### src/rtl/mogc_pkg.sv
// Shared types, constants and decode helpers for the meter offset/gain calibration block.
// Used by the serial multiplier, the serial divider and the top level; depends on nothing.
`default_nettype none

package mogc_pkg;

	// Fixed-point fraction bits of slopes and source currents.
	localparam int FRAC_BITS = 16;

	// Serial divider: dividend holds a 42-bit scaled ohm numerator shifted by the fraction bits.
	localparam int DIV_W = 42 + FRAC_BITS;
	localparam int DIV_CNT_W = $clog2(DIV_W + 1);

	// Serial multiplier: 33-bit multiplicand, 32-bit multiplier.
	localparam int MUL_XW = 33;
	localparam int MUL_YW = 32;
	localparam int PROD_W = MUL_XW + MUL_YW;
	localparam int MUL_CNT_W = $clog2(MUL_YW + 1);

	// Measurement mode codes.
	localparam logic [2:0] OP_DC_VOLT = 3'd0;
	localparam logic [2:0] OP_AC_VOLT = 3'd1;
	localparam logic [2:0] OP_DC_AMP = 3'd2;
	localparam logic [2:0] OP_AC_AMP = 3'd3;
	localparam logic [2:0] OP_TWO_WIRE = 3'd4;
	localparam logic [2:0] OP_FOUR_WIRE = 3'd5;

	// Reset values of the gain and source-current tables.
	localparam logic [63:0] SLOPE_ONE_WIDE = 64'd1 << FRAC_BITS;
	localparam logic [31:0] SLOPE_ONE = SLOPE_ONE_WIDE[31:0];
	localparam logic [63:0] SRC_CUR0_WIDE = ((64'd49784 << FRAC_BITS) + 64'd50) / 64'd100;
	localparam logic [31:0] SRC_CUR0 = SRC_CUR0_WIDE[31:0];

	// Constant multipliers: thousandths per unit, four-wire scale and the AC rectifier factor.
	localparam logic [MUL_YW-1:0] K_TWO_WIRE = 32'd1000;
	localparam logic [MUL_YW-1:0] K_FOUR_WIRE = 32'd100;
	localparam logic [MUL_YW-1:0] K_AC = 32'd5;
	localparam int AC_SHIFT = 2;

	// Saturation limits.
	localparam logic [40:0] RES_CAP = 41'h100_0000_0000;
	localparam logic [31:0] CUR_CAP = 32'h7FFF_FFFF;

	typedef struct packed {
		logic [2:0] op;
		logic [1:0] range_index;
		logic signed [31:0] reading;
		logic [31:0] reference;
		logic arm_zero;
		logic arm_slope;
	} item_t;

	typedef struct packed {
		logic [31:0] value;
		logic zero_captured;
		logic slope_captured;
		logic store_request;
		logic divide_error;
		logic range_error;
	} result_t;

	// Status of a serial arithmetic unit.
	typedef struct packed {
		logic busy;
		logic done;
	} unit_stat_t;

	typedef enum logic [3:0] {
		ST_IDLE,
		ST_DIFF,
		ST_MAG,
		ST_PLAN,
		ST_SDIV,
		ST_MST,
		ST_MUL1,
		ST_AST,
		ST_MUL2,
		ST_CDIV,
		ST_CUR,
		ST_KMUL,
		ST_RDIV,
		ST_OHM,
		ST_FIN
	} state_t;

	// Number of ranges each mode offers.
	function automatic logic [2:0] range_limit(input logic [2:0] op);
		logic [2:0] lim;
		unique case (op)
			OP_DC_VOLT: lim = 3'd3;
			OP_AC_VOLT: lim = 3'd3;
			OP_DC_AMP: lim = 3'd3;
			OP_AC_AMP: lim = 3'd2;
			OP_TWO_WIRE: lim = 3'd4;
			OP_FOUR_WIRE: lim = 3'd4;
			default: lim = 3'd0;
		endcase
		return lim;
	endfunction

endpackage

`default_nettype wire

### src/rtl/mogc_mul.sv
// Bit-serial shift-and-add multiplier, one multiplier bit per cycle.
// Depends on mogc_pkg for widths and the unit status type.
`default_nettype none

module mogc_mul (
	input logic clk,
	input logic arst_n,
	input logic start,
	input logic [mogc_pkg::MUL_XW-1:0] x,
	input logic [mogc_pkg::MUL_YW-1:0] y,
	output logic [mogc_pkg::PROD_W-1:0] prod,
	output mogc_pkg::unit_stat_t stat
);
	import mogc_pkg::*;

	logic [MUL_XW-1:0] x_q;
	logic [MUL_XW-1:0] hi_q;
	logic [MUL_YW-1:0] lo_q;
	logic [MUL_CNT_W-1:0] cnt_q;
	logic busy_q;
	logic done_q;
	logic [MUL_XW:0] sum;

	// Add the multiplicand when the current multiplier bit is set.
	assign sum = {1'b0, hi_q} + (lo_q[0] ? {1'b0, x_q} : '0);

	// Step counter and status.
	always_ff @(posedge clk or negedge arst_n) begin
		if (!arst_n) begin
			busy_q <= 1'b0;
			done_q <= 1'b0;
			cnt_q <= '0;
		end else begin
			done_q <= 1'b0;
			if (start) begin
				busy_q <= 1'b1;
				cnt_q <= '0;
			end else if (busy_q) begin
				cnt_q <= cnt_q + 1'b1;
				if (cnt_q == MUL_CNT_W'(MUL_YW - 1)) begin
					busy_q <= 1'b0;
					done_q <= 1'b1;
				end
			end
		end
	end

	// Product shift register: the partial sum enters at the top, multiplier bits leave below.
	always_ff @(posedge clk) begin
		if (start) begin
			x_q <= x;
			hi_q <= '0;
			lo_q <= y;
		end else if (busy_q) begin
			hi_q <= sum[MUL_XW:1];
			lo_q <= {sum[0], lo_q[MUL_YW-1:1]};
		end
	end

	assign prod = {hi_q, lo_q};
	assign stat.busy = busy_q;
	assign stat.done = done_q;

endmodule

`default_nettype wire

### src/rtl/mogc_div.sv
// Radix-2 restoring divider, one quotient bit per cycle, unsigned operands.
// Depends on mogc_pkg for widths and the unit status type.
`default_nettype none

module mogc_div (
	input logic clk,
	input logic arst_n,
	input logic start,
	input logic [mogc_pkg::DIV_W-1:0] dividend,
	input logic [31:0] divisor,
	output logic [mogc_pkg::DIV_W-1:0] quotient,
	output mogc_pkg::unit_stat_t stat
);
	import mogc_pkg::*;

	logic [DIV_W-1:0] num_q;
	logic [31:0] rem_q;
	logic [31:0] dvs_q;
	logic [DIV_CNT_W-1:0] cnt_q;
	logic busy_q;
	logic done_q;
	logic [32:0] trial;
	logic [32:0] trial_sub;
	logic fits;

	// Bring down the next dividend bit and try the subtraction.
	assign trial = {rem_q, num_q[DIV_W-1]};
	assign trial_sub = trial - {1'b0, dvs_q};
	assign fits = trial >= {1'b0, dvs_q};

	// Step counter and status.
	always_ff @(posedge clk or negedge arst_n) begin
		if (!arst_n) begin
			busy_q <= 1'b0;
			done_q <= 1'b0;
			cnt_q <= '0;
		end else begin
			done_q <= 1'b0;
			if (start) begin
				busy_q <= 1'b1;
				cnt_q <= '0;
			end else if (busy_q) begin
				cnt_q <= cnt_q + 1'b1;
				if (cnt_q == DIV_CNT_W'(DIV_W - 1)) begin
					busy_q <= 1'b0;
					done_q <= 1'b1;
				end
			end
		end
	end

	// Dividend bits shift out at the top while quotient bits shift in at the bottom.
	always_ff @(posedge clk) begin
		if (start) begin
			num_q <= dividend;
			rem_q <= '0;
			dvs_q <= divisor;
		end else if (busy_q) begin
			rem_q <= fits ? trial_sub[31:0] : trial[31:0];
			num_q <= {num_q[DIV_W-2:0], fits};
		end
	end

	assign quotient = num_q;
	assign stat.busy = busy_q;
	assign stat.done = done_q;

endmodule

`default_nettype wire

### src/rtl/meter_offset_gain_calibration_unit.sv
// Top level of the meter offset/gain calibration block: tables, sequencer and result register.
// Depends on mogc_pkg, mogc_mul and mogc_div.
`default_nettype none

// Each reading is zeroed, scaled and, on request, used to capture a new zero, gain slope or
// source current for its mode and range. One item is worked on at a time; the result register
// lets the next item in while a result waits. The time per item is set by the 32-step
// shift-and-add multiplier (one multiply in DC modes, two in AC modes); a slope capture adds
// the 58-step (42 + FRAC_BITS) restoring divider. Ohm modes take one multiply and one divide,
// and a two-wire source-current capture adds another divide. An invalid mode or range skips
// the arithmetic and goes straight to the final state that loads the result register.
module meter_offset_gain_calibration_unit (
	input logic clk,
	input logic arst_n,
	input logic item_valid,
	output logic item_stall,
	input mogc_pkg::item_t item,
	output logic result_valid,
	input logic result_stall,
	output mogc_pkg::result_t result
);
	import mogc_pkg::*;

	state_t state_q, state_d;

	// Item registers and working values.
	logic [2:0] op_q;
	logic [1:0] n_q;
	logic [31:0] rd_q;
	logic [31:0] ref_q;
	logic zc_q, sc_q, st_q, de_q, re_q;
	logic [31:0] val_q;
	logic [32:0] diff_q;
	logic neg_q;
	logic [32:0] dm_q;
	logic [31:0] slope_q;
	logic [31:0] cur_q;
	logic [42:0] s_q;
	logic pz_q, ps_q;

	// Calibration tables.
	logic [31:0] zdv_q [3];
	logic [31:0] sdv_q [3];
	logic [31:0] zav_q [3];
	logic [31:0] zda_q [3];
	logic [31:0] sda_q [3];
	logic [31:0] zaa_q [2];
	logic [31:0] zom_q [4];
	logic [31:0] scur_q [4];

	result_t res_q;
	logic res_valid_q;

	// Arithmetic unit connections.
	logic mul_start;
	logic [MUL_XW-1:0] mul_x;
	logic [MUL_YW-1:0] mul_y;
	logic [PROD_W-1:0] mul_prod;
	unit_stat_t mul_stat;
	logic div_start;
	logic [DIV_W-1:0] div_dividend;
	logic [31:0] div_divisor;
	logic [DIV_W-1:0] quo;
	unit_stat_t div_stat;

	// Derived values.
	logic item_bad;
	logic gain_cap;
	logic ohm_cap;
	logic [31:0] zsel;
	logic [31:0] slope_sel;
	logic [31:0] cur_sel;
	logic [31:0] msat;
	logic [31:0] slope_new;
	logic [31:0] cur_lim;
	logic [31:0] cur_new;
	logic [31:0] cur_mag;
	logic [31:0] v_gain;
	logic [31:0] v_ac;
	logic [40:0] qcap;
	logic [42:0] s_new;
	logic [31:0] z_clamp;
	logic [31:0] zuse;
	logic [42:0] r_ohm;
	logic [31:0] val_ohm;
	logic load_res;

	mogc_mul u_mul (
		.clk(clk),
		.arst_n(arst_n),
		.start(mul_start),
		.x(mul_x),
		.y(mul_y),
		.prod(mul_prod),
		.stat(mul_stat)
	);

	mogc_div u_div (
		.clk(clk),
		.arst_n(arst_n),
		.start(div_start),
		.dividend(div_dividend),
		.divisor(div_divisor),
		.quotient(quo),
		.stat(div_stat)
	);

	// Range check of an incoming item.
	assign item_bad = (item.op > OP_FOUR_WIRE) ||
		((item.op != OP_FOUR_WIRE) && ({1'b0, item.range_index} >= range_limit(item.op)));

	assign gain_cap = pz_q && (op_q <= OP_AC_AMP);
	assign ohm_cap = pz_q && (op_q == OP_TWO_WIRE);

	// Table reads for the current item.
	always_comb begin
		zsel = '0;
		slope_sel = '0;
		cur_sel = '0;
		unique case (op_q)
			OP_DC_VOLT: begin
				zsel = zdv_q[n_q];
				slope_sel = sdv_q[n_q];
			end
			OP_AC_VOLT: begin
				zsel = zav_q[n_q];
				slope_sel = sdv_q[n_q];
			end
			OP_DC_AMP: begin
				zsel = zda_q[n_q];
				slope_sel = sda_q[n_q];
			end
			OP_AC_AMP: begin
				zsel = zaa_q[n_q[0]];
				slope_sel = sda_q[n_q + 2'd1];
			end
			OP_TWO_WIRE: begin
				zsel = zdv_q[2];
				cur_sel = scur_q[n_q];
			end
			default: begin
				cur_sel = scur_q[0];
			end
		endcase
	end

	// Saturations and sign handling around the arithmetic units.
	assign msat = dm_q[32] ? '1 : dm_q[31:0];
	assign slope_new = (|quo[DIV_W-1:32]) ? '1 : quo[31:0];
	assign cur_lim = (|quo[DIV_W-1:31]) ? CUR_CAP : {1'b0, quo[30:0]};
	assign cur_new = neg_q ? (~cur_lim + 32'd1) : cur_lim;
	assign cur_mag = cur_q[31] ? (~cur_q + 32'd1) : cur_q;
	assign v_gain = (|mul_prod[PROD_W-1:FRAC_BITS+32]) ? '1 : mul_prod[FRAC_BITS+31:FRAC_BITS];
	assign v_ac = (|mul_prod[PROD_W-1:AC_SHIFT+32]) ? '1 : mul_prod[AC_SHIFT+31:AC_SHIFT];
	assign qcap = (|quo[DIV_W-1:40]) ? RES_CAP : {1'b0, quo[39:0]};
	assign s_new = (neg_q ^ cur_q[31]) ? (~{2'b00, qcap} + 43'd1) : {2'b00, qcap};

	// Resistance zero, clamped to a signed 32-bit value.
	always_comb begin
		if (s_q[42] && !(&s_q[42:31])) begin
			z_clamp = 32'h8000_0000;
		end else if (!s_q[42] && (|s_q[42:31])) begin
			z_clamp = CUR_CAP;
		end else begin
			z_clamp = s_q[31:0];
		end
	end

	// Final resistance with the milliohm zero removed, clamped to the output range.
	assign zuse = (op_q != OP_TWO_WIRE) ? '0 : (ohm_cap ? z_clamp : zom_q[n_q]);
	assign r_ohm = s_q - {{11{zuse[31]}}, zuse};
	assign val_ohm = r_ohm[42] ? '0 : ((|r_ohm[41:32]) ? '1 : r_ohm[31:0]);

	// State register.
	always_ff @(posedge clk or negedge arst_n) begin
		if (!arst_n) begin
			state_q <= ST_IDLE;
		end else begin
			state_q <= state_d;
		end
	end

	// Sequencer: next state and unit starts.
	always_comb begin
		state_d = state_q;
		mul_start = 1'b0;
		mul_x = '0;
		mul_y = '0;
		div_start = 1'b0;
		div_dividend = '0;
		div_divisor = '0;
		unique case (state_q)
			ST_IDLE: begin
				if (item_valid) begin
					state_d = item_bad ? ST_FIN : ST_DIFF;
				end
			end
			ST_DIFF: state_d = ST_MAG;
			ST_MAG: state_d = ST_PLAN;
			ST_PLAN: begin
				if ((op_q == OP_DC_VOLT) || (op_q == OP_DC_AMP)) begin
					if (ps_q && (dm_q != '0)) begin
						div_start = 1'b1;
						div_dividend = DIV_W'({ref_q, {FRAC_BITS{1'b0}}});
						div_divisor = msat;
						state_d = ST_SDIV;
					end else begin
						state_d = ST_MST;
					end
				end else if ((op_q == OP_AC_VOLT) || (op_q == OP_AC_AMP)) begin
					state_d = ST_MST;
				end else if ((op_q == OP_TWO_WIRE) && ps_q && (ref_q != '0)) begin
					div_start = 1'b1;
					div_dividend = DIV_W'({dm_q, {FRAC_BITS{1'b0}}});
					div_divisor = ref_q;
					state_d = ST_CDIV;
				end else begin
					state_d = ST_CUR;
				end
			end
			ST_SDIV: begin
				if (div_stat.done) begin
					state_d = ST_MST;
				end
			end
			ST_MST: begin
				mul_start = 1'b1;
				mul_x = {1'b0, msat};
				mul_y = slope_q;
				state_d = ST_MUL1;
			end
			ST_MUL1: begin
				if (mul_stat.done) begin
					state_d = ((op_q == OP_AC_VOLT) || (op_q == OP_AC_AMP)) ? ST_AST : ST_FIN;
				end
			end
			ST_AST: begin
				mul_start = 1'b1;
				mul_x = {1'b0, val_q};
				mul_y = K_AC;
				state_d = ST_MUL2;
			end
			ST_MUL2: begin
				if (mul_stat.done) begin
					state_d = ST_FIN;
				end
			end
			ST_CDIV: begin
				if (div_stat.done) begin
					state_d = ST_CUR;
				end
			end
			ST_CUR: begin
				if (cur_q == '0) begin
					state_d = ST_FIN;
				end else begin
					mul_start = 1'b1;
					mul_x = dm_q;
					mul_y = (op_q == OP_TWO_WIRE) ? K_TWO_WIRE : K_FOUR_WIRE;
					state_d = ST_KMUL;
				end
			end
			ST_KMUL: begin
				if (mul_stat.done) begin
					div_start = 1'b1;
					div_dividend = {mul_prod[41:0], {FRAC_BITS{1'b0}}};
					div_divisor = cur_mag;
					state_d = ST_RDIV;
				end
			end
			ST_RDIV: begin
				if (div_stat.done) begin
					state_d = ST_OHM;
				end
			end
			ST_OHM: state_d = ST_FIN;
			ST_FIN: begin
				if (!res_valid_q || !result_stall) begin
					state_d = ST_IDLE;
				end
			end
			default: state_d = ST_IDLE;
		endcase
	end

	assign load_res = (state_q == ST_FIN) && (state_d == ST_IDLE);

	// Pending requests, calibration tables and result valid.
	always_ff @(posedge clk or negedge arst_n) begin
		if (!arst_n) begin
			pz_q <= 1'b0;
			ps_q <= 1'b0;
			res_valid_q <= 1'b0;
			for (int i = 0; i < 3; i++) begin
				zdv_q[i] <= '0;
				zav_q[i] <= '0;
				zda_q[i] <= '0;
				sdv_q[i] <= SLOPE_ONE;
				sda_q[i] <= SLOPE_ONE;
			end
			for (int i = 0; i < 2; i++) begin
				zaa_q[i] <= '0;
			end
			for (int i = 0; i < 4; i++) begin
				zom_q[i] <= '0;
			end
			for (int i = 1; i < 4; i++) begin
				scur_q[i] <= SLOPE_ONE;
			end
			scur_q[0] <= SRC_CUR0;
		end else begin
			if ((state_q == ST_IDLE) && item_valid && !item_bad) begin
				pz_q <= pz_q | item.arm_zero;
				ps_q <= ps_q | item.arm_slope;
			end
			if ((state_q == ST_DIFF) && gain_cap) begin
				pz_q <= 1'b0;
				unique case (op_q)
					OP_DC_VOLT: zdv_q[n_q] <= rd_q;
					OP_AC_VOLT: zav_q[n_q] <= rd_q;
					OP_DC_AMP: zda_q[n_q] <= rd_q;
					default: zaa_q[n_q[0]] <= rd_q;
				endcase
			end
			if ((state_q == ST_PLAN) && ((op_q == OP_DC_VOLT) || (op_q == OP_DC_AMP) ||
				(op_q == OP_TWO_WIRE))) begin
				ps_q <= 1'b0;
			end
			if ((state_q == ST_SDIV) && div_stat.done) begin
				if (op_q == OP_DC_VOLT) begin
					sdv_q[n_q] <= slope_new;
				end else begin
					sda_q[n_q] <= slope_new;
				end
			end
			if ((state_q == ST_CDIV) && div_stat.done) begin
				scur_q[n_q] <= cur_new;
			end
			if ((state_q == ST_OHM) && ohm_cap) begin
				pz_q <= 1'b0;
				zom_q[n_q] <= z_clamp;
			end
			if (load_res) begin
				res_valid_q <= 1'b1;
			end else if (!result_stall) begin
				res_valid_q <= 1'b0;
			end
		end
	end

	// Working registers and flags of the item in progress.
	always_ff @(posedge clk) begin
		case (state_q)
			ST_IDLE: begin
				if (item_valid) begin
					op_q <= item.op;
					n_q <= item.range_index;
					rd_q <= item.reading;
					ref_q <= item.reference;
					zc_q <= 1'b0;
					sc_q <= 1'b0;
					st_q <= 1'b0;
					de_q <= 1'b0;
					re_q <= item_bad;
					val_q <= '0;
				end
			end
			ST_DIFF: begin
				if (gain_cap) begin
					diff_q <= '0;
					zc_q <= 1'b1;
					st_q <= 1'b1;
				end else begin
					diff_q <= {rd_q[31], rd_q} - {zsel[31], zsel};
				end
				slope_q <= slope_sel;
				cur_q <= cur_sel;
			end
			ST_MAG: begin
				dm_q <= diff_q[32] ? (~diff_q + 33'd1) : diff_q;
				neg_q <= diff_q[32];
			end
			ST_PLAN: begin
				if (((op_q == OP_DC_VOLT) || (op_q == OP_DC_AMP)) && ps_q && (dm_q == '0)) begin
					de_q <= 1'b1;
				end
				if ((op_q == OP_TWO_WIRE) && ps_q && (ref_q == '0)) begin
					de_q <= 1'b1;
				end
			end
			ST_SDIV: begin
				if (div_stat.done) begin
					slope_q <= slope_new;
					sc_q <= 1'b1;
					st_q <= 1'b1;
				end
			end
			ST_MUL1: begin
				if (mul_stat.done) begin
					val_q <= v_gain;
				end
			end
			ST_MUL2: begin
				if (mul_stat.done) begin
					val_q <= v_ac;
				end
			end
			ST_CDIV: begin
				if (div_stat.done) begin
					cur_q <= cur_new;
					sc_q <= 1'b1;
					st_q <= 1'b1;
				end
			end
			ST_CUR: begin
				if (cur_q == '0) begin
					de_q <= 1'b1;
					val_q <= '1;
				end
			end
			ST_RDIV: begin
				if (div_stat.done) begin
					s_q <= s_new;
				end
			end
			ST_OHM: begin
				val_q <= val_ohm;
				if (ohm_cap) begin
					zc_q <= 1'b1;
					st_q <= 1'b1;
				end
			end
			ST_FIN: begin
				if (load_res) begin
					res_q.value <= val_q;
					res_q.zero_captured <= zc_q;
					res_q.slope_captured <= sc_q;
					res_q.store_request <= st_q;
					res_q.divide_error <= de_q;
					res_q.range_error <= re_q;
				end
			end
			default: begin
			end
		endcase
	end

	assign item_stall = (state_q != ST_IDLE);
	assign result_valid = res_valid_q;
	assign result = res_q;

	// A store request comes exactly with a capture.
	a_store_flag: assert property (@(posedge clk) disable iff (!arst_n)
		result_valid |-> (result.store_request ==
			(result.zero_captured || result.slope_captured)))
		else $error("store request does not match the capture flags");

	// A rejected item reports zero and touches nothing.
	a_range_quiet: assert property (@(posedge clk) disable iff (!arst_n)
		(result_valid && result.range_error) |->
			((result.value == '0) && !result.store_request && !result.divide_error))
		else $error("range error result carries data or flags");

	// The multiplier and the divider never run at the same time.
	a_units_exclusive: assert property (@(posedge clk) disable iff (!arst_n)
		!(mul_stat.busy && div_stat.busy))
		else $error("multiplier and divider busy together");

	// A rejected item leaves the pending requests alone.
	a_bad_item_keeps: assert property (@(posedge clk) disable iff (!arst_n)
		((state_q == ST_IDLE) && item_valid && item_bad) |=>
			((pz_q == $past(pz_q)) && (ps_q == $past(ps_q))))
		else $error("rejected item changed a pending request");

endmodule

`default_nettype wire

### config.mk
export PLATFORM = sky130hd
export DESIGN_NAME = meter_offset_gain_calibration_unit
export DESIGN_NICKNAME = d
export VERILOG_FILES = /design/src/rtl/mogc_pkg.sv /design/src/rtl/mogc_mul.sv /design/src/rtl/mogc_div.sv /design/src/rtl/meter_offset_gain_calibration_unit.sv
export SDC_FILE = /design/constraint.sdc
export NUM_CORES = 2
export LEC_CHECK = 0
export ABC_CLOCK_PERIOD_IN_PS = 5800
export BUFFER_PORTS_ARGS = -buffer_cell sky130_fd_sc_hd__buf_2
export CORE_MARGIN = 2
export CORE_UTILIZATION = 55
export DETAILED_ROUTE_END_ITERATION = 6
export GPL_ROUTABILITY_DRIVEN = 0
export MAX_ROUTING_LAYER = met4
export PLACE_DENSITY = 0.72
export SKIP_CTS_REPAIR_TIMING = 1
export SLEW_MARGIN = 20
export SYNTH_ARGS = -nofsm -noshare
export SYNTH_HDL_FRONTEND = slang
export SYNTH_SLANG_ARGS = --single-unit
export TNS_END_PERCENT = 100
### constraint.sdc
create_clock -name clk -period 5.8 [get_ports clk]
set_input_delay 0.29 -clock clk [delete_from_list [all_inputs] [get_ports clk]]
set_output_delay 0.29 -clock clk [all_outputs]
set_load 0.03 [all_outputs]
* Yosys cells after proc, flatten, opt, wreduce, memory -nomap -nowiden *
Index checks and enable logic that the tools add are counted.

storage, ports and cells
  register bits = 1360
  input port bits = 75
  output and inout port bits = 39
  logic and storage cells = 367

operators by class
  add/subtract/negate cells = 11
  magnitude comparators = 9
  eq/ne operators = 38
  multiplexer cells = 149
  bitwise gates (word level) = 12
  reduce and logical (&&, ||, !) cells = 83

operators with widths
  kind                     number
  $mux W32                 48
  $bmux W32 S2             8
  $bwmux W96               5
  $pmux W32 S5             2
  $bwmux W128              2
  $pmux W32 S2             4
  $mux W58                 4
  $pmux W32 S3             2
  $pmux W58 S2             1
  $pmux W33 S3             1
  $mux W49                 2
  $mux W41                 2
  $mux W33                 2
  $add A32 B1 Y32 const B  2
  $bwmux W64               1
  $demux W32 S2            1
  $logic_not A32 Y1        2
  $pmux W4 S15             1
  $mux W4                  12
  $mux W48                 1
  $add A43 B1 Y43 const B  1
  $not A41 Y43             1
  $sub A43 B43 Y43         1
  $add A33 B34 Y34         1
  72 further kinds         195

* Longest topological paths before layout *
  depth in word-level cells = 12
  depth in mapped cells = 22

* Cells and area by module *
A second synthesis with hierarchy kept.

second synthesis, totals
  cell total of the unflattened synthesis = 6750
  area, all modules = 70739.1 µm²

modules (own cells, without submodules)
  module                              times used  cells each  area an instance (µm²)
  meter_offset_gain_calibration_unit  1           5586        57807.9
  mogc_div                            1           613         6944.2
  mogc_mul                            1           551         5987.0

* Worst setup path after synthesis *
Ideal clock, no wire load.

  path kind = register to register
  start = reg state_q[2]
  end = reg s_q[0] (enable)
  setup time = 566 ps
  arrival = 5465 ps
  required time = 5234 ps
  path slack = -232 ps
  stages on the path, launching flop included = 5
  cells stage by stage = dfrtp_1 -> clkbuf_1 -> clkbuf_1 -> nand2_1 -> nor4b_1

on the way
  cells in the longest elaborated chain, start to end = 2

ends and longest elaborated chain
  element                      RTL line                                   text
  start, declared              meter_offset_gain_calibration_unit.sv:24   state_t state_q, state_d;
  start signal, assigned       meter_offset_gain_calibration_unit.sv:179  state_q <= state_d;
  $eq A4 B4 Y1                 meter_offset_gain_calibration_unit.sv:353  case (state_q)
  $reduce_and A2 Y1 (no line)  --
  end signal, assigned         meter_offset_gain_calibration_unit.sv:423  s_q <= s_new;
  end, declared                meter_offset_gain_calibration_unit.sv:38   logic [42:0] s_q;

Every way passes these cells.
A chain may end at the register's enable or synchronous reset.

* Worst setup path after layout *
  start = reg op_q[1]
  end = reg val_q[1], data pin

on the way
  cells in the longest elaborated chain, start to end = 9
  elaborated cells on any way between the ends = 10
  those cells by class = add/sub: 1; eq/ne: 2; mux: 5; reduce/logical: 2

ends and longest elaborated chain
  element                 RTL line                                   text
  start, declared         meter_offset_gain_calibration_unit.sv:27   logic [2:0] op_q;
  start signal, assigned  meter_offset_gain_calibration_unit.sv:356  op_q <= item.op;
  $eq A3 B3 Y1            meter_offset_gain_calibration_unit.sv:113  assign ohm_cap = pz_q && (op_q == OP_TWO_WIRE);
  $logic_and A1 B1 Y1     meter_offset_gain_calibration_unit.sv:113
  $mux W32                meter_offset_gain_calibration_unit.sv:170  assign zuse = (op_q != OP_TWO_WIRE) ? '0 : (ohm_cap ? z_clamp : zom_q[n_q]);
  $mux W32 (*)            meter_offset_gain_calibration_unit.sv:170
  $sub A43 B43 Y43 (*)    meter_offset_gain_calibration_unit.sv:171  assign r_ohm = s_q - {{11{zuse[31]}}, zuse};
  $reduce_or A10 Y1       meter_offset_gain_calibration_unit.sv:172  assign val_ohm = r_ohm[42] ? '0 : ((|r_ohm[41:32]) ? '1 : r_ohm[31:0]);
  $mux W32                meter_offset_gain_calibration_unit.sv:172
  $mux W32 (*)            meter_offset_gain_calibration_unit.sv:172
  $pmux W32 S5 (*)        meter_offset_gain_calibration_unit.sv:353
  end signal, assigned    meter_offset_gain_calibration_unit.sv:400  val_q <= v_gain;
  end signal, assigned    meter_offset_gain_calibration_unit.sv:405  val_q <= v_ac;
  end signal, assigned    meter_offset_gain_calibration_unit.sv:427  val_q <= val_ohm;
  end, declared           meter_offset_gain_calibration_unit.sv:32   logic [31:0] val_q;

Every way passes the cells marked *; elsewhere a longest branch is shown, timed or not.

==> load_flow_metrics.sql <==
INSERT INTO impl_metrics (metric_group, metric, value, unit) VALUES
('timing', 'min_clock_period_post_route', '5.41', 'ns'),
('setup_path', 'critPathMaxFanout', '36', ''),
('yosys', 'synth-edff-count', '472', ''),
('cts', 'htreeDepth', '4', ''),
('yosys', 'synth_top_cells_by_count', 'sky130_fd_sc_hd__dfrtp_1 (800), sky130_fd_sc_hd__nand2_1 (633), sky130_fd_sc_hd__nor2_1 (625)', ''),
('floorplanning', 'number_of_standard_cell_rows_in_the_floorplan', '130', ''),
('cells_and_area', 'final_layout_size_suffix_gt1_frac', '0.144', ''),
('cts', 'tritoncts_clock_tree', 'done', ''),
('timing', 'timing.clock.skew', '0.0382', 'ns'),
('timing', 'tightest_pin_transition', '1.17', 'ns'),
('floorplanning', 'floorplan_core_area', '0.126', 'sq mm'),
('timing', 'rsz0062_at_grt', 'false', ''),
('cells_and_area', 'fin_util', '0.616', ''),
('global_routing', 'met1_usage_in_global_routing', '0.427', ''),
('yosys', 'synth.yosys.seq_area_share', '0.518', ''),
('yosys', 'synth_top_cell_area_share', '0.287', ''),
('yosys', 'syn_avg_cell_area', '10.3', 'sq um'),
('cts', 'clock-root-buffer', 'sky130_fd_sc_hd__clkbuf_16', ''),
('yosys', 'synth_top_cells_by_area', 'sky130_fd_sc_hd__dfrtp_1 (29%), sky130_fd_sc_hd__edfxtp_1 (20%), sky130_fd_sc_hd__mux2_2 (5.4%)', ''),
('detailed_routing', 'ant_nets', '0', ''),
('cts', 'clk_latency', '0.81', 'ns'),
('cts', 'cts.path.max_buffers', '3', ''),
('yosys', 'synth-seq-cells', '1360', ''),
('cells_and_area', 'layout_overhead_on_the_synthesized_area', '11.1', '%'),
('status', 'status', 'complete, but fails checks', ''),
('global_routing', 'first_global_vias', '52392', ''),
('cells_and_area', 'final_design_area_no_fill', '0.0774', 'sq mm'),
('global_routing', 'initial_antenna_violation_count', '4', ''),
('placed_design', 'portBuffers', '113', ''),
('min_path', 'hold_path_class', 'input pin to asynchronous set/reset pin', ''),
('cells_and_area', 'final_net_count', '6956', ''),
('detailed_routing', 'dr_total_vias', '55169', ''),
('placed_design', 'post_dp_cell_area', '0.0718', 'sq mm'),
('floorplanning', 'die_area', '0.130', 'sq mm'),
('setup_path', 'worst-setup-path-type', 'flip-flop to flip-flop', ''),
('cts', 'path_clk_slew', '0.06', 'ns'),
('setup_path', 'worstSetupEndpointType', 'flip-flop', ''),
('yosys', 'synth_top_area_cell', 'sky130_fd_sc_hd__dfrtp_1', ''),
('pwr', 'worst_ir_drop_vdd', '0.000286', 'V'),
('yosys', 'mappedNetlistNets', '6995', ''),
('yosys', 'syn_inst', '6764', ''),
('placed_design', 'dp.final_hpwl', '138000', 'um'),
('timing', 'maxClockFrequency', '185', 'MHz'),
('yosys', 'synth_warnings', '0', ''),
('global_routing', 'grt_util_met2', '0.476', ''),
('cts', 'cts_buffers', '146', ''),
('status', 'failed_checks', 'DRC', ''),
('floorplanning', 'floorplan.initialDensity', '0.554', ''),
('cells_and_area', 'count_of_fill_cells_added_during_filler_insertion', '10020', ''),
('pwr', 'power.leakage', '31.9', 'nW'),
('yosys', 'dominantRegCellSynth', 'sky130_fd_sc_hd__dfrtp_1', ''),
('global_routing', 'maximum_number_of_pins_on_one_net_before_global_route_repair', '191', ''),
('detailed_routing', 'number_of_drc_violations_after_detailed_routing', '43', ''),
('cells_and_area', 'multi_input_area', '0.0317', 'sq mm'),
('timing', 'finalMaxSlewViolations', '0', ''),
('timing', 'final_hold_viol_count', '0', ''),
('detailed_routing', 'detail_route.vias_per_cell', '6.49', ''),
('detailed_routing', 'postRouteWirelength', '208000', 'um'),
('floorplanning', 'die_h', '360', 'um'),
('timing', 'finalSetupTns', '0', 'ns'),
('yosys', 'synthMostInstantiatedCell', 'sky130_fd_sc_hd__dfrtp_1', ''),
('yosys', 'synth.cell_area', '0.0697', 'sq mm'),
('global_routing', 'grt_util_all_layers', '0.326', ''),
('yosys', 'ys_types', '86', ''),
('timing', 'finalCritPeriodShare', '0.933', ''),
('setup_path', 'critPathRequiredTime', '6.44', 'ns'),
('yosys', 'ys_async_sr_fraction', '0.605', ''),
('run', 'maxCapViolCount', '0', ''),
('detailed_routing', 'routed_wire_length_per_instance', '24.5', 'um'),
('timing', 'setup_viol', '0', ''),
('global_routing', 'grt_busiest_layer', 'met2', '');
[worst max-delay path, cell delays in order (launching register included)]
cell and delay (ns):
sky130_fd_sc_hd__edfxtp_1 0.61, sky130_fd_sc_hd__nor2_4 0.21, sky130_fd_sc_hd__buf_4 0.60, sky130_fd_sc_hd__nand2_1 0.27, sky130_fd_sc_hd__a21oi_1 0.31, sky130_fd_sc_hd__inv_1 0.27, sky130_fd_sc_hd__ha_1 0.50, sky130_fd_sc_hd__nand2_1 0.08
sky130_fd_sc_hd__nor2_1 0.15, sky130_fd_sc_hd__nand3_1 0.15, sky130_fd_sc_hd__or2_1 0.25, sky130_fd_sc_hd__a21oi_1 0.19, sky130_fd_sc_hd__nor3_1 0.10, sky130_fd_sc_hd__o41ai_1 0.70, sky130_fd_sc_hd__xnor2_2 0.18, sky130_fd_sc_hd__buf_4 0.35
sky130_fd_sc_hd__nand2_1 0.13, sky130_fd_sc_hd__a22oi_1 0.19
[logic make-up (layout without fill, tap and decap cells)]
logic type                 Yosys count  after routing  share of synthesized area
and+or+nand+nor                   1815           1815                      0.115
buffers and inverters              598            684                     0.0325
xor gates and xnor gates           189            189                     0.0238
DFF                               1360           1360                      0.518
other                                0              4                          0
muxes                              615            615                      0.106
AOI/OAI and AO/OA                 2031           2031                      0.176
adders and majority gates          156            156                     0.0284
[path summary, 6_finish.rpt]
| check | from | to | slack, ns | depth (start not counted) |
|---|---|---|---|---|
| min | arst_n | u_div.cnt_q[4] | 0.15 | 2 |
| min in group clk | item[60] | rd_q[26] | 0.20 | 2 |
| max reg2reg | op_q[1] | val_q[1] | 0.39 | 17 |
| min reg2reg | re_q | result[0] | 0.43 | 0 |
| max | op_q[1] | val_q[1] | 0.39 | 17 |
| max in group asynchronous | arst_n | zav_q[25] | 4.04 | 3 |
[per-layer routing]
layer	wire [um]	part of all wire
met4	11800	0.057
met1	82400	0.40
met5	0	0
met3	22000	0.11
met2	92200	0.44
[metrics by stage]
step                      hold slack, ns  setup slack [ns]  power, mW  instances
final                              0.146             0.388       30.5       8504
after global routing               0.182            0.0391       31.8       8504
after CTS                         -0.505             0.455       30.3       8426
after detailed placement           0.346             0.479       20.9       8153
after global placement             0.343             0.683       20.7       8153
after floorplan                 -0.00559             0.401       18.2       6764
[sequential cells by signal, indices dropped and copies added, names as in the netlist, 64 cells and up]
name and flops:
zom_q 128, sda_q 96, zdv_q 96, zda_q 96
sdv_q 96, zav_q 96, zaa_q 64, scur_q 128
[where the power goes]
group,internal [mW],total [mW],leakage (nW),switching [mW]
Clock,5.32,9.36,2.35,4.04
Sequential,11.8,13.7,16.3,1.96
Combinational,2.81,7.45,13.3,4.64
[cell type report]
cell class,count,share of cell area
tap,1650,0.0267
clock inverter,61,0.00813
sequential,1360,0.466
antenna,4,0.000129
timing repair buffer,314,0.0308
multi-input combinational,4806,0.409
clock buffer,212,0.0542
inverter,97,0.00472
[layout by cell type, fill, tap and decap left out, drive strengths merged, types with 52 or more instances in the layout]
master | Yosys | layout
xor2 | 74 | 74
dlygate4sd3 | 0 | 74
inv | 95 | 107
a21o | 57 | 57
dfxtp | 65 | 65
o22ai | 158 | 158
nand2 | 633 | 633
o21ai | 617 | 617
buf | 60 | 240
xnor2 | 115 | 115
o31ai | 55 | 55
o21a | 52 | 52
clkbuf | 441 | 212
nor3 | 140 | 140
a211oi | 53 | 53
mux2 | 337 | 337
and2 | 63 | 63
edfxtp | 472 | 472
mux4 | 64 | 64
ha | 152 | 152
a22oi | 164 | 164
a21oi | 592 | 592
mux2i | 214 | 214
nor2 | 625 | 625
dfrtp | 800 | 800
nand3 | 87 | 87
(Power assumes the default switching activity.)
